`src/pbdc_pkg.sv`:
```
package pbdc_pkg;

  // field widths
  localparam int COORD_W = 16;
  localparam int COORD_BITS = 16;   // coordinate bits actually used, at most COORD_W
  localparam int SUM_W = 40;
  localparam int CLASS_W = 2;

  // per-feature metric value: a squared gap of COORD_BITS bits (Euclidean) or the gap itself (Manhattan)
  localparam int MET_W = 2 * COORD_BITS;
  localparam int ADD_W = ((MET_W > SUM_W) ? MET_W : SUM_W) + 1;

  // stream packing
  localparam int IN_FIELDS_W = 3 * COORD_W + SUM_W;
  localparam int IN_DATA_W = ((IN_FIELDS_W + 7) / 8) * 8;
  localparam int OUT_FIELDS_W = CLASS_W + 2 * SUM_W;
  localparam int OUT_DATA_W = ((OUT_FIELDS_W + 7) / 8) * 8;

  // register port
  localparam int CFG_ADDR_W = 1;
  localparam int CFG_DATA_W = 32;
  localparam logic [CFG_ADDR_W-1:0] ADDR_METRIC_MODE = '0;

  typedef enum logic {
    METRIC_EUCLID    = 1'b0,
    METRIC_MANHATTAN = 1'b1
  } metric_t;

  typedef enum logic [CLASS_W-1:0] {
    CLASS_OUTSIDE = 2'd0,
    CLASS_TOUCH   = 2'd1,
    CLASS_INSIDE  = 2'd2
  } region_class_t;

  typedef struct packed {
    logic [MET_W-1:0] near_gap;
    logic [MET_W-1:0] far_gap;
    logic [SUM_W-1:0] radius;
    logic             last;
  } gap_beat_t;

  typedef struct packed {
    logic [SUM_W-1:0] far_distance;
    logic [SUM_W-1:0] near_distance;
    region_class_t    region_class;
  } result_t;

endpackage

```
`src/pbdc_cfg.sv`:
```
module pbdc_cfg (
  input  logic                                clk,
  input  logic                                rst_n,
  input  logic                                psel,
  input  logic                                penable,
  input  logic                                pwrite,
  input  logic [pbdc_pkg::CFG_ADDR_W-1:0]     paddr,
  input  logic [pbdc_pkg::CFG_DATA_W-1:0]     pwdata,
  output logic [pbdc_pkg::CFG_DATA_W-1:0]     prdata,
  output logic                                pready,
  output pbdc_pkg::metric_t                   metric_mode
);
  import pbdc_pkg::*;

  metric_t metric_mode_r;
  logic    wr_en;

  assign pready = 1'b1;
  assign wr_en = psel && penable && pwrite && pready && (paddr == ADDR_METRIC_MODE);

  always_ff @(posedge clk) begin
    if (!rst_n) begin
      metric_mode_r <= METRIC_EUCLID;
    end else if (wr_en) begin
      metric_mode_r <= metric_t'(pwdata[0]);
    end
  end

  assign prdata = (paddr == ADDR_METRIC_MODE) ? {{(CFG_DATA_W-1){1'b0}}, metric_mode_r} : '0;
  assign metric_mode = metric_mode_r;

endmodule

```
`src/pbdc_gap.sv`:
```
module pbdc_gap (
  input  logic                               clk,
  input  logic                               rst_n,
  input  pbdc_pkg::metric_t                  metric_mode,
  input  logic                               in_valid,
  output logic                               in_ready,
  input  logic signed [pbdc_pkg::COORD_W-1:0] point_coord,
  input  logic signed [pbdc_pkg::COORD_W-1:0] box_low,
  input  logic signed [pbdc_pkg::COORD_W-1:0] box_high,
  input  logic [pbdc_pkg::SUM_W-1:0]         radius,
  input  logic                               last_feature,
  output logic                               gap_valid,
  input  logic                               gap_ready,
  output pbdc_pkg::gap_beat_t                gap_beat
);
  import pbdc_pkg::*;

  // input register
  logic                  s1_valid_r;
  logic [COORD_W-1:0]    x_r;
  logic [COORD_W-1:0]    lo_r;
  logic [COORD_W-1:0]    hi_r;
  logic [SUM_W-1:0]      radius_r;
  logic                  last_r;

  // gap register
  logic                  gap_valid_r;
  gap_beat_t             gap_beat_r;
  gap_beat_t             gap_beat_nxt;

  logic                  gap_adv;

  logic [COORD_BITS:0]   x_ext;
  logic [COORD_BITS:0]   lo_ext;
  logic [COORD_BITS:0]   hi_ext;
  logic [COORD_BITS:0]   d_lo;      // low - x
  logic [COORD_BITS:0]   d_hi;      // x - high
  logic [COORD_BITS:0]   neg_lo;
  logic [COORD_BITS:0]   neg_hi;
  logic [COORD_BITS-1:0] mag_lo;
  logic [COORD_BITS-1:0] mag_hi;
  logic [COORD_BITS-1:0] pos_lo;
  logic [COORD_BITS-1:0] pos_hi;
  logic [COORD_BITS-1:0] near_mag;
  logic [COORD_BITS-1:0] far_mag;

  assign gap_adv = !gap_valid_r || gap_ready;
  assign in_ready = !s1_valid_r || gap_adv;

  always_ff @(posedge clk) begin
    if (!rst_n) begin
      s1_valid_r  <= 1'b0;
      gap_valid_r <= 1'b0;
    end else begin
      if (in_ready) begin
        s1_valid_r <= in_valid;
      end
      if (gap_adv) begin
        gap_valid_r <= s1_valid_r;
      end
    end
  end

  always_ff @(posedge clk) begin
    if (in_ready && in_valid) begin
      x_r      <= point_coord;
      lo_r     <= box_low;
      hi_r     <= box_high;
      radius_r <= radius;
      last_r   <= last_feature;
    end
    if (gap_adv && s1_valid_r) begin
      gap_beat_r <= gap_beat_nxt;
    end
  end

  // one extra bit so differences of full-range coordinates never wrap
  assign x_ext  = {x_r[COORD_BITS-1], x_r[COORD_BITS-1:0]};
  assign lo_ext = {lo_r[COORD_BITS-1], lo_r[COORD_BITS-1:0]};
  assign hi_ext = {hi_r[COORD_BITS-1], hi_r[COORD_BITS-1:0]};

  assign d_lo = lo_ext - x_ext;
  assign d_hi = x_ext - hi_ext;
  assign neg_lo = -d_lo;
  assign neg_hi = -d_hi;

  // magnitudes never exceed 2^COORD_BITS - 1
  assign mag_lo = d_lo[COORD_BITS] ? neg_lo[COORD_BITS-1:0] : d_lo[COORD_BITS-1:0];
  assign mag_hi = d_hi[COORD_BITS] ? neg_hi[COORD_BITS-1:0] : d_hi[COORD_BITS-1:0];
  assign pos_lo = d_lo[COORD_BITS] ? '0 : d_lo[COORD_BITS-1:0];
  assign pos_hi = d_hi[COORD_BITS] ? '0 : d_hi[COORD_BITS-1:0];

  assign near_mag = (pos_lo > pos_hi) ? pos_lo : pos_hi;
  assign far_mag  = (mag_lo > mag_hi) ? mag_lo : mag_hi;

  always_comb begin
    gap_beat_nxt.radius = radius_r;
    gap_beat_nxt.last   = last_r;
    if (metric_mode == METRIC_EUCLID) begin
      gap_beat_nxt.near_gap = MET_W'(near_mag) * MET_W'(near_mag);
      gap_beat_nxt.far_gap  = MET_W'(far_mag) * MET_W'(far_mag);
    end else begin
      gap_beat_nxt.near_gap = {{(MET_W-COORD_BITS){1'b0}}, near_mag};
      gap_beat_nxt.far_gap  = {{(MET_W-COORD_BITS){1'b0}}, far_mag};
    end
  end

  assign gap_valid = gap_valid_r;
  assign gap_beat = gap_beat_r;

endmodule

```
`src/pbdc_accum.sv`:
```
module pbdc_accum (
  input  logic                clk,
  input  logic                rst_n,
  input  logic                gap_valid,
  output logic                gap_ready,
  input  pbdc_pkg::gap_beat_t gap_beat,
  output logic                out_valid,
  input  logic                out_ready,
  output pbdc_pkg::result_t   out_result
);
  import pbdc_pkg::*;

  localparam logic [ADD_W-1:0] SUM_MAX_EXT = {{(ADD_W-SUM_W){1'b0}}, {SUM_W{1'b1}}};

  logic [SUM_W-1:0] near_sum_r;
  logic [SUM_W-1:0] near_sum_nxt;
  logic [SUM_W-1:0] far_sum_r;
  logic [SUM_W-1:0] far_sum_nxt;
  logic [SUM_W-1:0] held_radius_r;
  logic [SUM_W-1:0] held_radius_nxt;
  logic             outside_seen_r;
  logic             outside_seen_nxt;
  logic             query_start_r;

  logic             out_valid_r;
  result_t          out_result_r;
  result_t          out_result_nxt;

  logic             out_free;
  logic             consume;
  logic [ADD_W-1:0] near_base;
  logic [ADD_W-1:0] far_base;
  logic [ADD_W-1:0] near_add;
  logic [ADD_W-1:0] far_add;
  logic [ADD_W-1:0] near_gap_ext;
  logic [ADD_W-1:0] radius_ext;

  // only a closing beat needs room in the result register
  assign out_free = !out_valid_r || out_ready;
  assign gap_ready = !gap_beat.last || out_free;
  assign consume = gap_valid && gap_ready;

  // first feature of a query restarts the sums and takes the radius
  assign held_radius_nxt = query_start_r ? gap_beat.radius : held_radius_r;
  assign near_base = query_start_r ? '0 : {{(ADD_W-SUM_W){1'b0}}, near_sum_r};
  assign far_base  = query_start_r ? '0 : {{(ADD_W-SUM_W){1'b0}}, far_sum_r};

  assign near_gap_ext = {{(ADD_W-MET_W){1'b0}}, gap_beat.near_gap};
  assign radius_ext   = {{(ADD_W-SUM_W){1'b0}}, held_radius_nxt};

  assign near_add = near_base + near_gap_ext;
  assign far_add  = far_base + {{(ADD_W-MET_W){1'b0}}, gap_beat.far_gap};

  assign near_sum_nxt = (near_add > SUM_MAX_EXT) ? {SUM_W{1'b1}} : near_add[SUM_W-1:0];
  assign far_sum_nxt  = (far_add > SUM_MAX_EXT) ? {SUM_W{1'b1}} : far_add[SUM_W-1:0];

  assign outside_seen_nxt = (!query_start_r && outside_seen_r) || (near_gap_ext > radius_ext);

  always_comb begin
    out_result_nxt.near_distance = near_sum_nxt;
    out_result_nxt.far_distance  = far_sum_nxt;
    if (outside_seen_nxt) begin
      out_result_nxt.region_class = CLASS_OUTSIDE;
    end else if (far_sum_nxt <= held_radius_nxt) begin
      out_result_nxt.region_class = CLASS_INSIDE;
    end else if (near_sum_nxt <= held_radius_nxt) begin
      out_result_nxt.region_class = CLASS_TOUCH;
    end else begin
      out_result_nxt.region_class = CLASS_OUTSIDE;
    end
  end

  always_ff @(posedge clk) begin
    if (!rst_n) begin
      near_sum_r     <= '0;
      far_sum_r      <= '0;
      held_radius_r  <= '0;
      outside_seen_r <= 1'b0;
      query_start_r  <= 1'b1;
      out_valid_r    <= 1'b0;
    end else begin
      if (consume) begin
        near_sum_r     <= near_sum_nxt;
        far_sum_r      <= far_sum_nxt;
        held_radius_r  <= held_radius_nxt;
        outside_seen_r <= outside_seen_nxt;
        query_start_r  <= gap_beat.last;
      end
      if (out_free) begin
        out_valid_r <= consume && gap_beat.last;
      end
    end
  end

  always_ff @(posedge clk) begin
    if (consume && gap_beat.last) begin
      out_result_r <= out_result_nxt;
    end
  end

  assign out_valid = out_valid_r;
  assign out_result = out_result_r;

endmodule

```
`src/point_box_distance_classifier.sv`:
```
// Classifies an axis-aligned box against a query point and radius, one feature
// (axis) per input beat. Every cycle one beat can be taken unless stalled: the
// input register feeds a gap stage (two subtract/abs/max paths and two 16x16
// squarers, used in Euclidean mode), then an accumulate stage with two saturating
// 40-bit sums and the radius compares. The radius is taken from the first beat of
// a query; the beat with tlast closes it and its result (class, near sum, far
// sum) passes the input, gap and result registers to out_tvalid. A waiting
// result stalls only a following tlast beat once it reaches the accumulate stage;
// other beats keep flowing. metric_mode (register 0) selects squared Euclidean
// (0) or Manhattan (1) gaps and should be written only while the block is idle.
module point_box_distance_classifier (
  input  logic                                clk,
  input  logic                                rst_n,
  input  logic                                in_tvalid,
  output logic                                in_tready,
  // point_coord[15:0], box_low[31:16], box_high[47:32], radius[87:48]
  input  logic [pbdc_pkg::IN_DATA_W-1:0]      in_tdata,
  input  logic                                in_tlast,  // last_feature
  output logic                                out_tvalid,
  input  logic                                out_tready,
  // region_class[1:0], near_distance[41:2], far_distance[81:42], zero [87:82]
  output logic [pbdc_pkg::OUT_DATA_W-1:0]     out_tdata,
  input  logic                                cfg_psel,
  input  logic                                cfg_penable,
  input  logic                                cfg_pwrite,
  input  logic [pbdc_pkg::CFG_ADDR_W-1:0]     cfg_paddr,
  input  logic [pbdc_pkg::CFG_DATA_W-1:0]     cfg_pwdata,
  output logic [pbdc_pkg::CFG_DATA_W-1:0]     cfg_prdata,
  output logic                                cfg_pready
);
  import pbdc_pkg::*;

  metric_t       metric_mode;
  logic          gap_valid;
  logic          gap_ready;
  gap_beat_t     gap_beat;
  result_t       out_result;

  pbdc_cfg u_cfg (
    .clk         (clk),
    .rst_n       (rst_n),
    .psel        (cfg_psel),
    .penable     (cfg_penable),
    .pwrite      (cfg_pwrite),
    .paddr       (cfg_paddr),
    .pwdata      (cfg_pwdata),
    .prdata      (cfg_prdata),
    .pready      (cfg_pready),
    .metric_mode (metric_mode)
  );

  pbdc_gap u_gap (
    .clk          (clk),
    .rst_n        (rst_n),
    .metric_mode  (metric_mode),
    .in_valid     (in_tvalid),
    .in_ready     (in_tready),
    .point_coord  (in_tdata[COORD_W-1:0]),
    .box_low      (in_tdata[2*COORD_W-1:COORD_W]),
    .box_high     (in_tdata[3*COORD_W-1:2*COORD_W]),
    .radius       (in_tdata[3*COORD_W+SUM_W-1:3*COORD_W]),
    .last_feature (in_tlast),
    .gap_valid    (gap_valid),
    .gap_ready    (gap_ready),
    .gap_beat     (gap_beat)
  );

  pbdc_accum u_accum (
    .clk        (clk),
    .rst_n      (rst_n),
    .gap_valid  (gap_valid),
    .gap_ready  (gap_ready),
    .gap_beat   (gap_beat),
    .out_valid  (out_tvalid),
    .out_ready  (out_tready),
    .out_result (out_result)
  );

  assign out_tdata = {{(OUT_DATA_W-OUT_FIELDS_W){1'b0}},
                      out_result.far_distance,
                      out_result.near_distance,
                      out_result.region_class};

endmodule

```
`config.mk`:
```
export PLATFORM = sky130hd
export DESIGN_NAME = point_box_distance_classifier
export DESIGN_NICKNAME = d
export VERILOG_FILES = /design/src/pbdc_pkg.sv /design/src/pbdc_cfg.sv /design/src/pbdc_gap.sv /design/src/pbdc_accum.sv /design/src/point_box_distance_classifier.sv
export SDC_FILE = /design/constraint.sdc
export NUM_CORES = 2
export LEC_CHECK = 0
export BUFFER_PORTS_ARGS = -buffer_cell sky130_fd_sc_hd__buf_2
export CAP_MARGIN = 10
export CORE_MARGIN = 2
export CORE_UTILIZATION = 46
export DETAILED_ROUTE_END_ITERATION = 6
export GPL_TIMING_DRIVEN = 0
export SYNTH_ARGS = -nofsm -noshare
export SYNTH_HDL_FRONTEND = slang
export SYNTH_HIERARCHICAL = 1
export SYNTH_SLANG_ARGS = --single-unit
```
`constraint.sdc`:
```
create_clock -name clk -period 34 [get_ports clk]
set_input_delay 5.1 -clock clk [delete_from_list [all_inputs] [get_ports clk]]
set_output_delay 5.1 -clock clk [all_outputs]
set_load 0.005 [all_outputs]
```
=== Word-level counts from Yosys, hierarchy flattened ===
Index checks and enable logic that the tools add are counted.

* Output and inout port bits: 123
* Input bits: 129
* Word-level logic and storage cells: 74
* Register bits: 402

* $mul: 2
* Mux-type cells: 15
* Reductions and logical operators: 19
* $lt $le $gt $ge: 7
* Add/sub/neg operators: 6
* Bitwise operators: 1

{| class="wikitable"
|+ Operators by type and width
! kind !! count
|-
| 2-to-1 mux 40 bit || 5
|-
| 2-to-1 mux 16 bit || 6
|-
| adder 41 x 32 -> 41 bit || 2
|-
| > comparator 41 x 40 -> 1 bit, second input constant || 2
|-
| less-or-equal comparator 40 bit || 2
|-
| multiplier 16 x 16 -> 32 bit || 2
|-
| 2-to-1 mux 48 bit || 1
|-
| > comparator 32 x 40 -> 1 bit || 1
|-
| subtractor 16 x 16 -> 17 bit || 2
|-
| > comparator 16 bit || 2
|-
| negator 16 bit || 2
|-
| logical AND 1 bit || 8
|-
| zero test 1 bit || 5
|-
| logical OR 1 bit || 5
|-
| 2-to-1 mux 1 bit || 2
|-
| 2-to-1 mux 2 bit || 1
|-
| OR reduction 2 bit || 1
|-
| NOT 1 bit || 1
|}

=== Longest topological paths before layout ===
* Word-level depth: 7
* Mapped depth: 53
* Gate-level depth less buffers: 50

=== Modules after synthesis ===
Netlist, hierarchy kept.

{| class="wikitable"
|+ By module, submodules not included
! module !! seq. area each (sq um) !! area each (sq um) !! instances !! cells each
|-
| pbdc_gap || 5,865.6 || 24,148.2 || 1 || 2,473
|-
| pbdc_accum || 4,924.7 || 14,217.4 || 1 || 1,594
|-
| pbdc_cfg || 20.0 || 315.3 || 1 || 40
|-
| point_box_distance_classifier || 0.0 || 48.8 || 1 || 7
|}

=== Least setup slack after synthesis ===
No wires, ideal clock.

* Kind: reg2reg
* Start: register u_gap.x_r[8]
* End: register u_gap.gap_beat_r (netlist bit u_gap/gap_beat[72]) (data pin)
* Cell stages (with the launch flop): 51
* Buffers on the path: 6
* Setup slack: 22.884 ns
* Required time: 33.853 ns
* Arrival: 10.969 ns
* Library setup time: 0.147 ns
* Cells stage by stage: edfxtp_1 -> inv_1 -> ha_1 -> clkbuf_1 -> a21oi_1 -> nor2b_1 -> or2_1 -> a2111oi_0 -> a21oi_1 -> a31oi_2 -> buf_2 -> nor2_1 -> a21oi_1 -> inv_1 -> ha_1 -> nor2b_1 -> o21a_1 -> o21ai_0 -> [... 15 more ...] -> fa_1 -> fa_1 -> inv_1 -> fa_1 -> inv_1 -> ha_1 -> clkbuf_1 -> a21o_1 -> a211o_1 -> a221oi_1 -> a21oi_1 -> nor2_1 -> o31a_1 -> nor2b_1 -> o311a_1 -> a211o_1 -> or3_1 -> a21oi_1

* Cells in the longest elaborated chain, start to end: 6
* Elaborated cells between the ends (all ways): 9

{| class="wikitable"
|+ RTL lines
! what !! line !! source
|-
| start, declared || pbdc_gap.sv:20 || <nowiki>logic [COORD_W-1:0] x_r;</nowiki>
|-
| start signal, assigned || pbdc_gap.sv:66 || <nowiki>x_r <= point_coord;</nowiki>
|-
| subtractor 16 x 16 -> 17 bit (on tied branches) || pbdc_gap.sv:82, pbdc_gap.sv:83 ||
|-
| negator 16 bit (on tied branches) || pbdc_gap.sv:84, pbdc_gap.sv:85 ||
|-
| 2-to-1 mux 16 bit (on tied branches) || pbdc_gap.sv:88, pbdc_gap.sv:89 ||
|-
| > comparator 16 bit || pbdc_gap.sv:94 || <nowiki>assign far_mag = (mag_lo > mag_hi) ? mag_lo : mag_hi;</nowiki>
|-
| 2-to-1 mux 16 bit (*) || pbdc_gap.sv:94 ||
|-
| multiplier 16 x 16 -> 32 bit (*) || pbdc_gap.sv:101 || <nowiki>gap_beat_nxt.far_gap = MET_W'(far_mag) * MET_W'(far_mag);</nowiki>
|-
| end signal, assigned || pbdc_gap.sv:73 || <nowiki>gap_beat_r <= gap_beat_nxt;</nowiki>
|-
| end, declared || pbdc_gap.sv:28 || <nowiki>gap_beat_t gap_beat_r;</nowiki>
|}

Every way passes the cells marked *; elsewhere a longest branch is shown, timed or not.
A chain may end at the register's enable or synchronous reset.

=== Worst setup path in the final report ===
* Start: register u_gap.x_r[0]
* End: register u_gap.gap_beat_r (netlist bit u_gap/gap_beat[72]) (data pin)

The elaborated chain is that of the path after synthesis.

==> out/results.ini <==
[status]
status=complete, no violations

[timing]
setup_tns_ns=0
setup_slack_ns=20.33
fmax_mhz=73.2
tightest_slew_ns=1.26
final-setup-viol-count=0
finalClockSkew_ns=0.0392
hold_viol=0
slew_violations=0
fin_crit_ns=13.67
slew_headroom=0.136
rsz0062_at_grt=no
fin_crit_sh=0.402

[logic_synthesis]
synth_xor_area_frac=0.0396
synth-simple-area-share=0.142
synth_top_family_by_area=adder cells
yosysTopAreaCell=edfxtp_1
synth_top_area_share=0.214
ys_types=90
async_flop_share=0
synth-compound-area-share=0.134
synth_cells=4114
synth.area.mux_share=0.0162
synthTopCellsByArea=edfxtp_1 21%, fa_1 17%, ha_1 14%
synth_edf_count=276
synth-adder-area-share=0.312
syn_area_per_cell_um2=9.41
synth-main-ff-cell=edfxtp_1
syn_area_um2=38700
yosysWarnings=6
ys_ff_latch=402
yosysSeqAreaShare=0.279

[global_route]
gr-usage-all-layers=0.258
antenna_found_initial=2
grt_max_degree=60
grt_overflow_total=0
grt_pass1_vias=29600
grt_pass1_wl_um=171000

[clock_network]
clk_path_buf_depth=3
clock-sinks=402
cts_buffers=49
postCtsSetupBuffers=0
cts-hold-fix-buffers=0
root_buffer=clkbuf_16
cts_tree=done
clkLatencyLatePin_ns=0.64
clk_pin_slew_worst_paths_ns=0.07
cts_resized=0
ctsHtreeMaxLevel=2

[floorplan]
die_w_um=294
coreArea_um2=83600
initial_core_util=0.464
num_rows=106
dieArea_um2=86500
num_io_pins=252
die_h_um=294

[layout]
areaGrowthSynthToFinish_pct=11.1
final_common_cell=inv_1
nFillCells=7825
multi_input_area_um2=25100
seq_area_um2=10800
nNetsFinal=5283
drive_gt1_frac=0.0917
final_cell_mix=544 x inv_1, 432 x ha_1, 406 x nor2_1, 334 x fa_1, 331 x nand2_1

[critical_path]
end_kind=register
worst-path-buf-inv=9
worstPathRequired_ns=34.48
cp_slowest_stage_delay_ns=0.83
worstPathArrival_ns=14.15
critPathKind=register to register
crit_slowest_cell=o41ai_1
worst-path-max-fanout=10
crit_family=compound AO/OA/AOI/OAI gates
startpoint_type=register

[placed_design]
portBuffers=182
dp_worst_setup_slack_ns=20.39
gp_congestion=0.962
hpwl_um=89400

[drt]
drt_iter0_drc=2084
drc=0
dr_total_vias=29700
ant_nets=0
avgViaCountPerCell=5.39
drt_first_pass_iters=5
wl_per_cell_um=20.1
routed_wl_um=111000

[worst_hold_path]
hold_class=register to register

[flow_run]
cap_violations=0

[worst register-to-register path: cells and delay by family (launching register included)]
kind	cells	cell delay, ns
AO/OA/AOI/OAI	20	5.39
adder cells (fa/ha/maj)	10	4.19
buffers and inverters	9	2.26
flip-flops	1	0.40
AND/OR/NAND/NOR	10	1.29
[synth_stat cells (9+ instances only)]
library cell	instances
a211oi_1	62
a21boi_0	9
a21o_1	127
a21oi_1	228
a311oi_1	31
a31oi_1	25
and2_1	34
and3_1	13
buf_1	10
buf_2	23
buf_4	39
clkbuf_1	109
dfxtp_1	126
edfxtp_1	276
fa_1	334
ha_1	432
inv_1	545
mux2_2	10
mux2i_1	50
nand2_1	331
nand2b_1	50
nand3_1	43
nand4_1	52
nor2_1	406
nor2b_1	110
nor3_1	53
nor4_1	12
o211ai_1	15
o21a_1	33
o21ai_0	141
o21ai_1	10
o21bai_1	17
o31ai_1	10
or2_2	26
or3_1	10
or4_1	9
xnor2_1	100
xor2_1	75
[kinds of logic after synthesis]
kind of cell,after synthesis
simple gates,1177
compound gates,789
fa+ha+maj,766
buf+inv,741
flops,402
xor+xnor,175
mux,61
other cells,3
[area by class of cell]
cell class,count,share of cell area
Antenna cell,1,0.0000582
Buffer,185,0.0209
Clock buffer,59,0.0301
Clock inverter,32,0.0108
Inverter,556,0.0486
Multi-Input combinational cell,3006,0.583
Sequential cell,402,0.251
Tap cell,1080,0.0314
Timing Repair Buffer,188,0.0240
[per-layer routing]
metal | routed length [µm] | vias to the layer above | track usage
li1 | - | 14400 | -
met1 | 49100 | 14200 | 0.345
met2 | 52000 | 887 | 0.436
met3 | 5930 | 169 | 0.0282
met4 | 3820 | 2 | 0.0864
met5 | 20 | - | 0
[final timing paths]
kind	start	cells after the start	slack, ns	to
max reg2reg	u_gap/x_r[0]	49	20.33	u_gap/gap_beat[72]
min	u_gap/radius_r[13]	0	0.41	u_gap/gap_beat[14]
min reg2reg	u_gap/radius_r[13]	0	0.41	u_gap/gap_beat[14]
max	u_gap/x_r[0]	49	20.33	u_gap/gap_beat[72]
[through the flow]
stage          cells  instance area [µm²]   util  hold WS [ns]
2_1_floorplan   4149                38900      -         0.400
3_3_place_gp    5411                41100  0.492         0.402
3_5_place_dp    5417                41300  0.494         0.405
4_1_cts         5508                43000  0.515         0.418
5_1_grt         5508                43000  0.515         0.422
6_report        5509                43000  0.515         0.415
[state kept, by name (all words and copies together) (netlist names), 40 cells and up]
register,cells
u_accum/held_radius_r,40
u_gap/gap_beat,105
u_gap/radius_r,40
u_accum/far_sum_r,40
u_accum/out_result,82
u_accum/near_sum_r,40
Power is left out: the tool's default activity adds up to more than one toggle a clock period on the data nets, which glitch-free logic cannot reach.
